File: src/hdl/clnws_pkg.sv
// Shared types, request codes and timing constants for the character LCD
// nibble write sequencer. No dependencies; every other file imports this package.
package clnws_pkg;

  // Request kinds carried on the kind input.
  localparam logic [1:0] KIND_CMD    = 2'd0;
  localparam logic [1:0] KIND_DATA   = 2'd1;
  localparam logic [1:0] KIND_CURSOR = 2'd2;
  localparam logic [1:0] KIND_INIT   = 2'd3;

  // Display address constants.
  localparam logic [7:0] LINE0_BASE   = 8'h80;
  localparam logic [7:0] LINE1_OFFSET = 8'h40;

  // Init command bytes.
  localparam logic [7:0] INIT_CMD_WAKE = 8'h03;
  localparam logic [7:0] INIT_CMD_4BIT = 8'h02;

  // Phase hold times in microseconds.
  localparam int HOLD_W = 19;
  localparam logic [HOLD_W-1:0] PULSE_US   = 19'd5;
  localparam logic [HOLD_W-1:0] SETTLE_US  = 19'd50;
  localparam logic [HOLD_W-1:0] POWERUP_US = 19'd500000;
  localparam logic [HOLD_W-1:0] EXTRA_5MS  = 19'd5000;
  localparam logic [HOLD_W-1:0] EXTRA_500  = 19'd500;

  // Position of a phase within a run: sub is the phase inside one byte write.
  localparam logic [2:0] SUB_FINAL  = 3'd4;
  localparam logic [1:0] CMD_FINAL  = 2'd3;

  typedef struct packed {
    logic [1:0] kind;
    logic [7:0] byte_val;
  } req_t;

  typedef struct packed {
    logic       opening;  // power-up phase of an init run
    logic [1:0] cmd;      // init command index
    logic [2:0] sub;      // phase inside one byte write
  } phase_pos_t;

  typedef struct packed {
    logic              reg_select;
    logic              enable_pin;
    logic [7:0]        port_value;
    logic [HOLD_W-1:0] hold_us;
    logic              last;
  } phase_t;

  // Cursor address: line base plus column, wrapped to eight bits.
  function automatic logic [7:0] cursor_addr(input logic row, input logic [7:0] column);
    logic [7:0] base;
    base = row ? (LINE0_BASE + LINE1_OFFSET) : LINE0_BASE;
    return base + column;
  endfunction

endpackage

File: src/hdl/clnws_phase_gen.sv
// Combinational mapping from a held request and a phase position to the pin
// levels and hold time of that phase. Depends on clnws_pkg.
module clnws_phase_gen (
  input  clnws_pkg::req_t       req,
  input  clnws_pkg::phase_pos_t pos,
  output clnws_pkg::phase_t     phase
);
  import clnws_pkg::*;

  logic              is_init;
  logic [7:0]        byte_sel;
  logic [HOLD_W-1:0] extra;

  assign is_init = (req.kind == KIND_INIT);

  // Init sends wake-up commands, then the 4-bit mode command.
  always_comb begin
    if (is_init) begin
      byte_sel = (pos.cmd == CMD_FINAL) ? INIT_CMD_4BIT : INIT_CMD_WAKE;
    end else begin
      byte_sel = req.byte_val;
    end
  end

  // Extra settle time after each init wake-up command.
  always_comb begin
    case (pos.cmd)
      2'd0:    extra = EXTRA_5MS;
      2'd1:    extra = EXTRA_500;
      2'd2:    extra = EXTRA_500;
      default: extra = '0;
    endcase
    if (!is_init) begin
      extra = '0;
    end
  end

  // Phase fields: high nibble on the first two phases, low nibble after.
  always_comb begin
    if (pos.opening) begin
      phase.reg_select = 1'b0;
      phase.enable_pin = 1'b0;
      phase.port_value = '0;
      phase.hold_us    = POWERUP_US;
      phase.last       = 1'b0;
    end else begin
      phase.reg_select = (req.kind == KIND_DATA);
      phase.enable_pin = pos.sub[0];
      phase.port_value = (pos.sub < 3'd2) ? byte_sel : {byte_sel[3:0], 4'h0};
      phase.hold_us    = (pos.sub == SUB_FINAL) ? (SETTLE_US + extra) : PULSE_US;
      phase.last       = (pos.sub == SUB_FINAL) && (!is_init || pos.cmd == CMD_FINAL);
    end
  end

endmodule

File: src/hdl/clnws_out_stage.sv
// Output register for the phase words, with valid and ready toward the sink.
// Depends on clnws_pkg.
module clnws_out_stage (
  input  logic              clk,
  input  logic              rst,
  input  logic              load_valid,
  output logic              load_ready,
  input  clnws_pkg::phase_t load_phase,
  input  logic              load_driven,
  output logic              out_valid,
  input  logic              out_ready,
  output clnws_pkg::phase_t out_phase,
  output logic              out_driven
);
  import clnws_pkg::*;

  // The register takes a new word when empty or when its word leaves now.
  assign load_ready = !out_valid || out_ready;

  always_ff @(posedge clk) begin
    if (rst) begin
      out_valid <= 1'b0;
    end else if (load_ready) begin
      out_valid <= load_valid;
    end
  end

  always_ff @(posedge clk) begin
    if (load_ready && load_valid) begin
      out_phase  <= load_phase;
      out_driven <= load_driven;
    end
  end

endmodule

File: src/hdl/char_lcd_nibble_write_sequencer.sv
// Top level of the character LCD nibble write sequencer: request register,
// phase counter and pins-driven flag. Uses clnws_pkg, clnws_phase_gen, clnws_out_stage.
//
// Each accepted request becomes a run of pin phase words, one word per cycle
// while the sink is ready. Command, data and cursor requests give 5 words; an
// init request gives 21 (a 500 ms all-low phase, then four command writes).
// The phase counter held with the request sets the pace; the next request is
// taken in the cycle its predecessor's final word moves to the output register.
// The final word of each run has last set. driven reads high from the first
// init onward.
module char_lcd_nibble_write_sequencer (
  input  logic                          clk,
  input  logic                          rst,
  input  logic                          in_valid,
  output logic                          in_ready,
  input  logic [1:0]                    kind,
  input  logic [7:0]                    value,
  input  logic                          row,
  input  logic [7:0]                    column,
  output logic                          out_valid,
  input  logic                          out_ready,
  output logic                          reg_select,
  output logic                          enable_pin,
  output logic [7:0]                    port_value,
  output logic [clnws_pkg::HOLD_W-1:0]  hold_us,
  output logic                          driven,
  output logic                          last
);
  import clnws_pkg::*;

  logic       req_valid;
  req_t       req;
  req_t       req_next;
  phase_pos_t pos;
  logic       pins_enabled;
  phase_t     phase;
  phase_t     out_phase;
  logic       stage_ready;
  logic       advance;
  logic       in_take;

  // A phase word moves out when the output register can take it.
  assign advance  = req_valid && stage_ready;
  assign in_ready = !req_valid || (advance && phase.last);
  assign in_take  = in_valid && in_ready;

  // Byte to write is fixed at acceptance.
  always_comb begin
    req_next.kind = kind;
    if (kind == KIND_CURSOR) begin
      req_next.byte_val = cursor_addr(row, column);
    end else begin
      req_next.byte_val = value;
    end
  end

  // Request register and phase position.
  always_ff @(posedge clk) begin
    if (rst) begin
      req_valid   <= 1'b0;
      pos         <= '0;
    end else if (in_take) begin
      req_valid   <= 1'b1;
      pos.opening <= (kind == KIND_INIT);
      pos.cmd     <= '0;
      pos.sub     <= '0;
    end else if (advance) begin
      if (phase.last) begin
        req_valid <= 1'b0;
      end else if (pos.opening) begin
        pos.opening <= 1'b0;
      end else if (pos.sub == SUB_FINAL) begin
        pos.sub <= '0;
        pos.cmd <= pos.cmd + 2'd1;
      end else begin
        pos.sub <= pos.sub + 3'd1;
      end
    end
  end

  always_ff @(posedge clk) begin
    if (in_take) begin
      req <= req_next;
    end
  end

  // Pins count as driven from the first init request on.
  always_ff @(posedge clk) begin
    if (rst) begin
      pins_enabled <= 1'b0;
    end else if (in_take && kind == KIND_INIT) begin
      pins_enabled <= 1'b1;
    end
  end

  clnws_phase_gen u_phase_gen (
    .req   (req),
    .pos   (pos),
    .phase (phase)
  );

  clnws_out_stage u_out_stage (
    .clk         (clk),
    .rst         (rst),
    .load_valid  (req_valid),
    .load_ready  (stage_ready),
    .load_phase  (phase),
    .load_driven (pins_enabled),
    .out_valid   (out_valid),
    .out_ready   (out_ready),
    .out_phase   (out_phase),
    .out_driven  (driven)
  );

  assign reg_select = out_phase.reg_select;
  assign enable_pin = out_phase.enable_pin;
  assign port_value = out_phase.port_value;
  assign hold_us    = out_phase.hold_us;
  assign last       = out_phase.last;

endmodule
File: config.mk
export PLATFORM = sky130hd
export DESIGN_NAME = char_lcd_nibble_write_sequencer
export DESIGN_NICKNAME = d
export VERILOG_FILES = /design/src/hdl/clnws_pkg.sv /design/src/hdl/clnws_phase_gen.sv /design/src/hdl/clnws_out_stage.sv /design/src/hdl/char_lcd_nibble_write_sequencer.sv
export SDC_FILE = /design/constraint.sdc
export NUM_CORES = 1
export LEC_CHECK = 0
export BUFFER_PORTS_ARGS = -buffer_cell sky130_fd_sc_hd__buf_2
export CORE_UTILIZATION = 45
export CTS_CLUSTER_DIAMETER = 30
export CTS_CLUSTER_SIZE = 24
export DETAILED_ROUTE_END_ITERATION = 6
export GPL_TIMING_DRIVEN = 0
export PLACE_DENSITY = 0.68
export SETUP_SLACK_MARGIN = 0.5
export SLEW_MARGIN = 40
export SYNTH_ARGS = -nofsm -noshare
export SYNTH_HDL_FRONTEND = slang
export SYNTH_SLANG_ARGS = --single-unit
File: constraint.sdc
create_clock -name clk -period 5.8 [get_ports clk]
set_clock_uncertainty 0.05 [all_clocks]
set_input_delay 1.16 -clock clk [delete_from_list [all_inputs] [get_ports clk]]
set_output_delay 1.16 -clock clk [all_outputs]
set_load 0.01 [all_outputs]
* After elaboration in Yosys (flattened, before gate mapping)
Index checks and enable logic that the tools add are counted.
Word-level totals: register bits 50, output and inout bits 33, input bits 23
Operators by class: add/subtract/negate cells 4, magnitude comparators 1, mux-type cells 18, reduce and logical (&&, ||, !) cells 22, bitwise gates (word level) 4, equal/unequal tests 9
Operator list (count):
- 13-bit case mux with 2 select lines | 1
- 8-bit two-way mux | 3
- 6-bit two-way mux | 3
- 6-bit by 13-bit adder with 14-bit output (first input constant) | 1
- 14-bit two-way mux | 1
- 13-bit two-way mux | 1
- 2-bit equality test (second input constant) | 5
- 8-bit adder | 1
- 2-bit OR reduction | 4
- 7-bit two-way mux | 1
- 1-bit logical AND | 5
- 1-bit two-way mux | 5
- 5-bit two-way mux | 1
- 2-bit by 1-bit equality test with 1-bit output (second input constant) | 2
- 1-bit inverter | 4
- 2-bit AND reduction | 2
- 4-bit AND reduction | 1
- 2-bit nonzero test | 2
- 3-bit by 1-bit adder with 3-bit output (second input constant) | 1
- 3-bit equality test (second input constant) | 1
- 1-bit zero test | 3
- 1-bit logical OR | 3
- 3-bit by 2-bit less-than comparator with 1-bit output (second input constant) | 1
- 3-bit two-way mux | 1
- 5 further kinds | 5

* Longest topological paths before layout
Gate-level depths: netlist of the first run.
depth in word-level cells 10, mapped depth 7

* Hierarchy
Synthesis of the first run repeated with hierarchy kept, for this count alone.
Unflattened totals: cells, all modules 158, area, all modules 2168.3 um^2
Modules (own cells, without submodules):
- clnws_out_stage | seq. area each 950.9 um^2, cells an instance 36, instances 1, area each 985.9 um^2
- char_lcd_nibble_write_sequencer | seq. area each 460.4 um^2, cells an instance 67, instances 1, area each 803.3 um^2
- clnws_phase_gen | seq. area each 0.0 um^2, cells an instance 55, instances 1, area each 379.1 um^2

* Least setup slack after synthesis of the first run
OpenSTA, ideal clock, no wires.
path kind input to output, from in out_ready, to out in_ready, arrival 1.480 ns, data required time 4.590 ns, slack 3.110 ns, cell stages on the path 2, cell sequence nor2b_1 > o31ai_4
On the way: word-level cells in the longest chain between the ends 4
Ends and longest elaborated chain:
- start, declared | line char_lcd_nibble_write_sequencer.sv:21 | input logic out_ready,
- 1-bit logical OR | line clnws_out_stage.sv:18 | assign load_ready = !out_valid || out_ready;
- 1-bit logical AND | line char_lcd_nibble_write_sequencer.sv:43 | assign advance = req_valid && stage_ready;
- 1-bit logical AND | line char_lcd_nibble_write_sequencer.sv:44 | assign in_ready = !req_valid || (advance && phase.last);
- 1-bit logical OR | line char_lcd_nibble_write_sequencer.sv:44
- end, declared | line char_lcd_nibble_write_sequencer.sv:15 | output logic in_ready,
Every way passes these cells.

* Final worst setup path of the first run
from reg pos[1] (netlist name), to out in_ready
On the way: word-level cells in the longest chain between the ends 5
Ends and longest elaborated chain:
- 3-bit equality test | line clnws_phase_gen.sv:51 | phase.last = (pos.sub == SUB_FINAL) && (!is_init || pos.cmd == CMD_FINAL);
- 1-bit logical AND | line clnws_phase_gen.sv:51
- 1-bit two-way mux | line clnws_phase_gen.sv:40 | if (pos.opening) begin
- 1-bit logical AND | line char_lcd_nibble_write_sequencer.sv:44
- 1-bit logical OR | line char_lcd_nibble_write_sequencer.sv:44
Every way passes these cells.

==> impl_metrics.tcl, run 1 <==
set metrics [dict create \
    grt_pass1_vias 1174 \
    nFillCells 338 \
    drcViolationCount 0 \
    synth_flop_cell "edfxtp_1" \
    rsz0062_at_grt "no" \
    setup_viol 0 \
    required_ps 4590 \
    die_width_um 67.42 \
    holdBufCountCts 0 \
    synth_top_family_by_area "simple AND/OR/NAND/NOR gates" \
    clock_latency_ps 290 \
    mostFrequentLayoutCell "buf_2" \
    path_buf_inv 2 \
    slowest_stage "o31ai_4" \
    critPathCaptureType "output port" \
    rows 23 \
    via_per_inst 4.992 \
    yosysTopAreaCell "edfxtp_1" \
    grt_pass1_wl_um 5154 \
    hold_class "reg2reg" \
    yosysSeqAreaShare_pct 60.82 \
    period_minus_slack_ps 3069 \
    clock.fmax_mhz 325.8 \
    clkSinkCount 42 \
    synth_compound_area_share_pct 8.382 \
    startpoint_type "flip-flop" \
    diodes 0 \
    port_buffers 52 \
    wl_um 3346 \
    cts_max_path_buffers 2 \
    critical_path_class "reg2out" \
    yosys.area_share.adder_pct 4.548 \
    grt.total_usage_pct 16.29 \
    die_h_um 67.42 \
    cts_tree "built" \
    setup_tns_ps 0 \
    num_io_pins 56 \
    dp_hpwl_um 2497 \
    power_per_cell_area_nw_per_um2 288.0 \
    syn2layout_area_growth_pct 24.04 \
    min_period_over_period_pct 52.91 \
    antenna_found_initial 0 \
    place_inst 254 \
    slew_viol_final 0 \
    syn_avg_cell_area_sq_um 12.84 \
    yosys_warnings 0 \
    cp_top_family "compound AO/OA/AOI/OAI gates" \
    peakVddDrop_mv 0.1415 \
    layout_common_cells "53 x buf_2, 33 x edfxtp_1, 12 x nor2_1" \
    drt-pass1-iter-count 4 \
    core_area_sq_um 4058 \
    start_util_pct 47.46 \
    ys_seq_elements 42 \
    clkTransAtPathRegs_ps 80 \
    drv_cap 0 \
    cp_data_arrival_time_ps 1860 \
    async_flop_share_pct 0 \
    netlist.area_leader.share_pct 51.46 \
    cts_resized 0 \
    cts_setup_buffers 0 \
    nets 241 \
    dieArea_sq_um 4545 \
    finalNonFillerCells 262 \
    critPathMaxStageDelay_ps 380 \
    path_cells "inv_1 > ha_1 > nand3b_1 > o31ai_4 > buf_2" \
    synth_xor_area_share_pct 1.365 \
    synthTopCellsByArea "edfxtp_1 51%, dfxtp_1 9.4%, mux2_2 4.7%" \
    clockRootBuffer "clkbuf_8" \
    gp_congestion 0.8767 \
    wl_per_cell_um 12.77 \
    ant_nets 0 \
    cts_buffers 5 \
    timing.hold.ws_ps 387.8 \
    h-tree-depth 2 \
    p_leak_uw 0.001040 \
    grt_max_degree 24 \
    netlist_instances 150 \
    hold_viol 0 \
    num_vias 1308 \
    synthSimpleGateAreaFrac_pct 11.44 \
    netlist_area_sq_um 1926 \
    tightest_slew_ps 545.0 \
    multi_input_area_sq_um 636.9 \
    grt-ovfl-total 0 \
    critical_path.max_fanout 6 \
    seq_area_sq_um 1171 \
    dr.first_iter.drc_count 61 \
    drive_gt1_share_pct 38.68 \
    run_status "finished, final reports clean" \
    synthMuxAreaShare_pct 6.758 \
    ys_types 37 \
    max_slew_margin_pct 63.54 \
    synth_edf_count 33 \
]
==> stage by stage <==
step	cell area, sq um	worst slack (ps)	total power [uW]	utilization (%)
after floorplan	1933	3110	400.6	-
after global placement	2256	2805	425.8	55.60
after detailed placement	2256	2774	428.4	55.60
after CTS	2389	2736	694.8	58.87
after global routing	2389	2679	714.3	58.87
final	2389	2731	687.8	58.87
==> layout make-up <==
| class | instances | area share (%) |
|---|---|---|
| timing repair buffer | 52 | 10.90 |
| inverter | 10 | 1.572 |
| clock buffer | 5 | 2.881 |
| multi-input combinational | 87 | 26.66 |
| clock inverter | 3 | 2.672 |
| tap | 50 | 2.619 |
| buffer | 13 | 3.667 |
| sequential | 42 | 49.03 |
==> where the power goes <==
group	switching [uW]	total, uW	internal (uW)
clock	96.9	267	170
combinational	37.4	70.4	33.0
sequential	6.67	350	344
total	141	688	547
==> worst paths after layout <==
check	start	end	slack, ps	cells after the start
min	pins_enabled	u_out_stage.out_driven	390	0
max	pos[1]	in_ready	2730	5
max reg2reg	pos[1]	req[2]	3570	5
min reg2reg	pins_enabled	u_out_stage.out_driven	390	0
==> synthesized netlist by cell type (all sizes together) (2+ instances only) <==
| cell | instances |
|---|---|
| nor3 | 3 |
| dfxtp | 9 |
| o211a | 2 |
| clkbuf | 3 |
| buf | 10 |
| mux2 | 8 |
| o22ai | 2 |
| nor2b | 2 |
| and2 | 3 |
| xnor2 | 3 |
| edfxtp | 33 |
| ha | 7 |
| and3b | 2 |
| nand3 | 4 |
| inv | 10 |
| nor2 | 12 |
| nand2 | 6 |
| a21oi | 10 |
| mux2i | 4 |
| and3 | 4 |
==> state kept, by name (all words and copies together), names as in the netlist <==
| register | flops |
|---|---|
| req_valid | 1 |
| u_out_stage.out_phase | 22 |
| pos | 6 |
| req | 10 |
| u_out_stage.out_driven | 1 |
| u_out_stage.out_valid | 1 |
| pins_enabled | 1 |
==> logic make-up after synthesis <==
| group | count (synthesis) |
|---|---|
| buffers and inverters | 23 |
| AND/OR/NAND/NOR | 42 |
| XOR/XNOR | 3 |
| adder cells (fa/ha/maj) | 7 |
| AO/OA/AOI/OAI | 20 |
| other | 1 |
| multiplexers | 12 |
| flip-flops | 42 |
==> layer usage <==
metal | routed length [um] | global-route usage [%] | share of wire [%]
met1 | 1384 | 18.35 | 41
met2 | 1695 | 26.88 | 51
met3 | 212 | 4.392 | 6.3
met4 | 53 | 10.90 | 1.6
met5 | 0 | 0 | 0
No activity file was read; power rests on OpenSTA's default activity.
==> run 2, diff against run 1 <==
--- a/config.mk
+++ b/config.mk
@@ -5,6 +5,7 @@
 export SDC_FILE = /design/constraint.sdc
 export NUM_CORES = 1
 export LEC_CHECK = 0
+export ABC_AREA = 1
 export BUFFER_PORTS_ARGS = -buffer_cell sky130_fd_sc_hd__buf_2
 export CORE_UTILIZATION = 45
 export CTS_CLUSTER_DIAMETER = 30
==> constraint.sdc (replaced) <==
create_clock -name clk -period 3.2 [get_ports clk]
set_clock_uncertainty 0.05 [all_clocks]
set_input_delay 0.64 -clock clk [delete_from_list [all_inputs] [get_ports clk]]
set_output_delay 0.64 -clock clk [all_outputs]
set_load 0.01 [all_outputs]
==> run 2 against run 1 <==
Sequential share of layout area grew 0.94 points. Synthesized area grew 0.32%. First-iteration DRC count grew 51%. Sequential power grew 82%. Total power grew 57%. Via count grew 2.3%. Flip-flop and latch count is the same. Core utilization shrank 1.1 points. Worst setup slack lost 1600 ps. Hold slack gained 12 ps. Largest cell class unchanged. Highest routed layer unchanged.
==> impl_metrics.tcl, run 2 <==
set metrics [dict create \
    use_met3_pct 3.041 \
    cp_data_arrival_time_ps 1410 \
    drive_gt1_share_pct 35.42 \
    worst-r2r-cell-count 8 \
    critPathCaptureType "output port" \
    ys_types 25 \
    h-tree-depth 2 \
    die_h_um 67.52 \
    gp_congestion 0.8043 \
    clockRootBuffer "clkbuf_8" \
    run_status "finished, final reports clean" \
    grt_max_degree 25 \
    grt.total_usage_pct 15.14 \
    synth_edf_count 33 \
    mostFrequentLayoutCell "buf_2" \
    required_ps 2510 \
    critical_path_class "reg2out" \
    holdPathStages 0 \
    netlist_area_sq_um 1932 \
    max_slew_margin_pct 65.51 \
    antenna_found_initial 0 \
    via_per_inst 4.614 \
    nFillCells 379 \
    drv_cap 0 \
    power_per_cell_area_nw_per_um2 461.7 \
    grt_pass1_vias 1244 \
    clkTransAtPathRegs_ps 70 \
    rr_startpoint "pos[0]" \
    holdBufCountCts 0 \
    synth_flop_cell "edfxtp_1" \
    synthTopCellsByArea "edfxtp_1 51%, dfxtp_1 9.3%, inv_1 6.0%" \
    num_io_pins 56 \
    layout_common_cells "53 x buf_2, 33 x edfxtp_1, 30 x inv_1, 26 x nand2_1, 14 x nor2_1" \
    dp_hpwl_um 2297 \
    netlist_instances 178 \
    core_area_sq_um 4058 \
    ys_seq_elements 42 \
    largest_reg_flops 22 \
    cts_max_path_buffers 2 \
    grt.met1_usage_pct 18.19 \
    num_vias 1338 \
    cts_resized 0 \
    reg2reg_to "req[6]" \
    syn_avg_cell_area_sq_um 10.85 \
    setup_viol 0 \
    nets 269 \
    largestRegisters "u_out_stage.out_phase (22), req (10), pos (6)" \
    grt-ovfl-total 0 \
    period_minus_slack_ps 2098 \
    startpoint_type "flip-flop" \
    drcViolationCount 0 \
    yosys_warnings 0 \
    seq_area_sq_um 1171 \
    hold_class "reg2reg" \
    clock.fmax_mhz 476.7 \
    hold_viol 0 \
    synth.most_common_cell "edfxtp_1" \
    diodes 0 \
    cts_setup_buffers 0 \
    grt_pass1_wl_um 5037 \
    clock_latency_ps 280 \
    cts_tree "built" \
    peakVddDrop_mv 0.2684 \
    met2_usage_pct 25.37 \
    yosysTopAreaCell "edfxtp_1" \
    wl_um 3018 \
    top_usage_layer "met2" \
    top_register "u_out_stage.out_phase" \
    port_buffers 52 \
    setup_tns_ps 0 \
    start_util_pct 47.61 \
    min-delay-start "pins_enabled" \
    timing.hold.ws_ps 400.3 \
    ant_nets 0 \
    slew_viol_final 0 \
    min_period_over_period_pct 65.56 \
    p_leak_uw 0.001115 \
    synth_common_cells "33 x edfxtp_1, 31 x inv_1, 26 x nand2_1" \
    r2r_slack_ps 1460 \
    rows 23 \
    dieArea_sq_um 4559 \
    rsz0062_at_grt "no" \
    multi_input_area_sq_um 583.1 \
    async_flop_share_pct 0 \
    dr.first_iter.drc_count 92 \
    critical_path.max_fanout 4 \
    syn2layout_area_growth_pct 21.31 \
    clkSinkCount 42 \
    die_width_um 67.52 \
    min_to "u_out_stage.out_driven" \
    cts_buffers 5 \
    tightest_slew_ps 516.6 \
    wl_per_cell_um 10.41 \
    netlist.area_leader.share_pct 51.30 \
    yosysSeqAreaShare_pct 60.62 \
    drt-pass1-iter-count 4 \
]
run 2: cell count changes after synthesis, sizes merged, moves of 3 or more:
cell	previous run	this run
and2	3	0
and3	4	0
clkbuf	3	0
inv	10	32
mux2i	4	0
nand2	6	31
nand3	4	8
nor2	12	16
nor3	3	0
o21ai	1	6
xnor2	3	0
run 2: per-stage QoR:
| step | power [uW] | util, % | setup slack (ps) | std cells | area, sq um |
|---|---|---|---|---|---|
| floorplan | 731.4 | - | 1421 | 180 | 1939 |
| detailed placement | 782.6 | 55.75 | 1060 | 282 | 2262 |
| global placement | 778.8 | 55.75 | 1074 | 282 | 2262 |
| finish | 1082 | 57.76 | 1102 | 290 | 2344 |
| CTS | 1095 | 57.76 | 1092 | 290 | 2344 |
| global route | 1135 | 57.76 | 1020 | 290 | 2344 |
run 2: worst max-delay path by stage:
| stage | from | endpoint | slack (ps) | cells after the start |
|---|---|---|---|---|
| 2_1_floorplan | out_ready | u_out_stage.out_driven | 1420 | 4 |
| 3_3_place_gp | out_ready | u_out_stage.out_phase[20] | 1070 | 5 |
| 3_5_place_dp | out_ready | u_out_stage.out_phase[5] | 1060 | 5 |
| 4_1_cts | pos[3] | in_ready | 1090 | 6 |
| 5_1_grt | pos[0] | in_ready | 1020 | 7 |
| 6_report | pos[0] | in_ready | 1100 | 7 |
run 2: layout make-up:
class	instances	share of cell area, %
multi-input cells	97	24.88
clock inverters	2	0.3737
well taps	50	2.670
inverters	32	5.125
repair buffers	52	11.11
flip-flops and latches	42	49.97
plain buffers	9	2.776
clock buffers	6	3.097
run 2: cell families (layout without fill, tap and decap cells):
family / Yosys count / count (layout) / synth area share [%]
compound gates: 18 / 18 / 5.052
xor+xnor: 2 / 2 / 0.9069
fa+ha+maj: 7 / 7 / 4.533
buf+inv: 41 / 101 / 9.585
flops: 42 / 42 / 60.62
mux: 7 / 7 / 4.081
other cells: 1 / 3 / 0.1941
simple gates: 60 / 60 / 15.03
run 2: critical path: stages, from the launching register on:
cell     delay, ps
dfxtp_1        310
inv_1          100
ha_1           170
nand2_2         90
nor2_4         130
nand3_2         90
nand2_4        100
buf_2          130
run 2: where the power goes:
part           internal, uW  total, uW  switching (uW)
Combinational          55.5        131            75.9
Clock                   150        313             164
Sequential              626        637            10.8
run 2: layer usage:
layer	vias up	part of all wire (%)
met5	-	0
met4	0	1.7
met3	5	5.6
met2	43	48
met1	589	45
li1	701	-
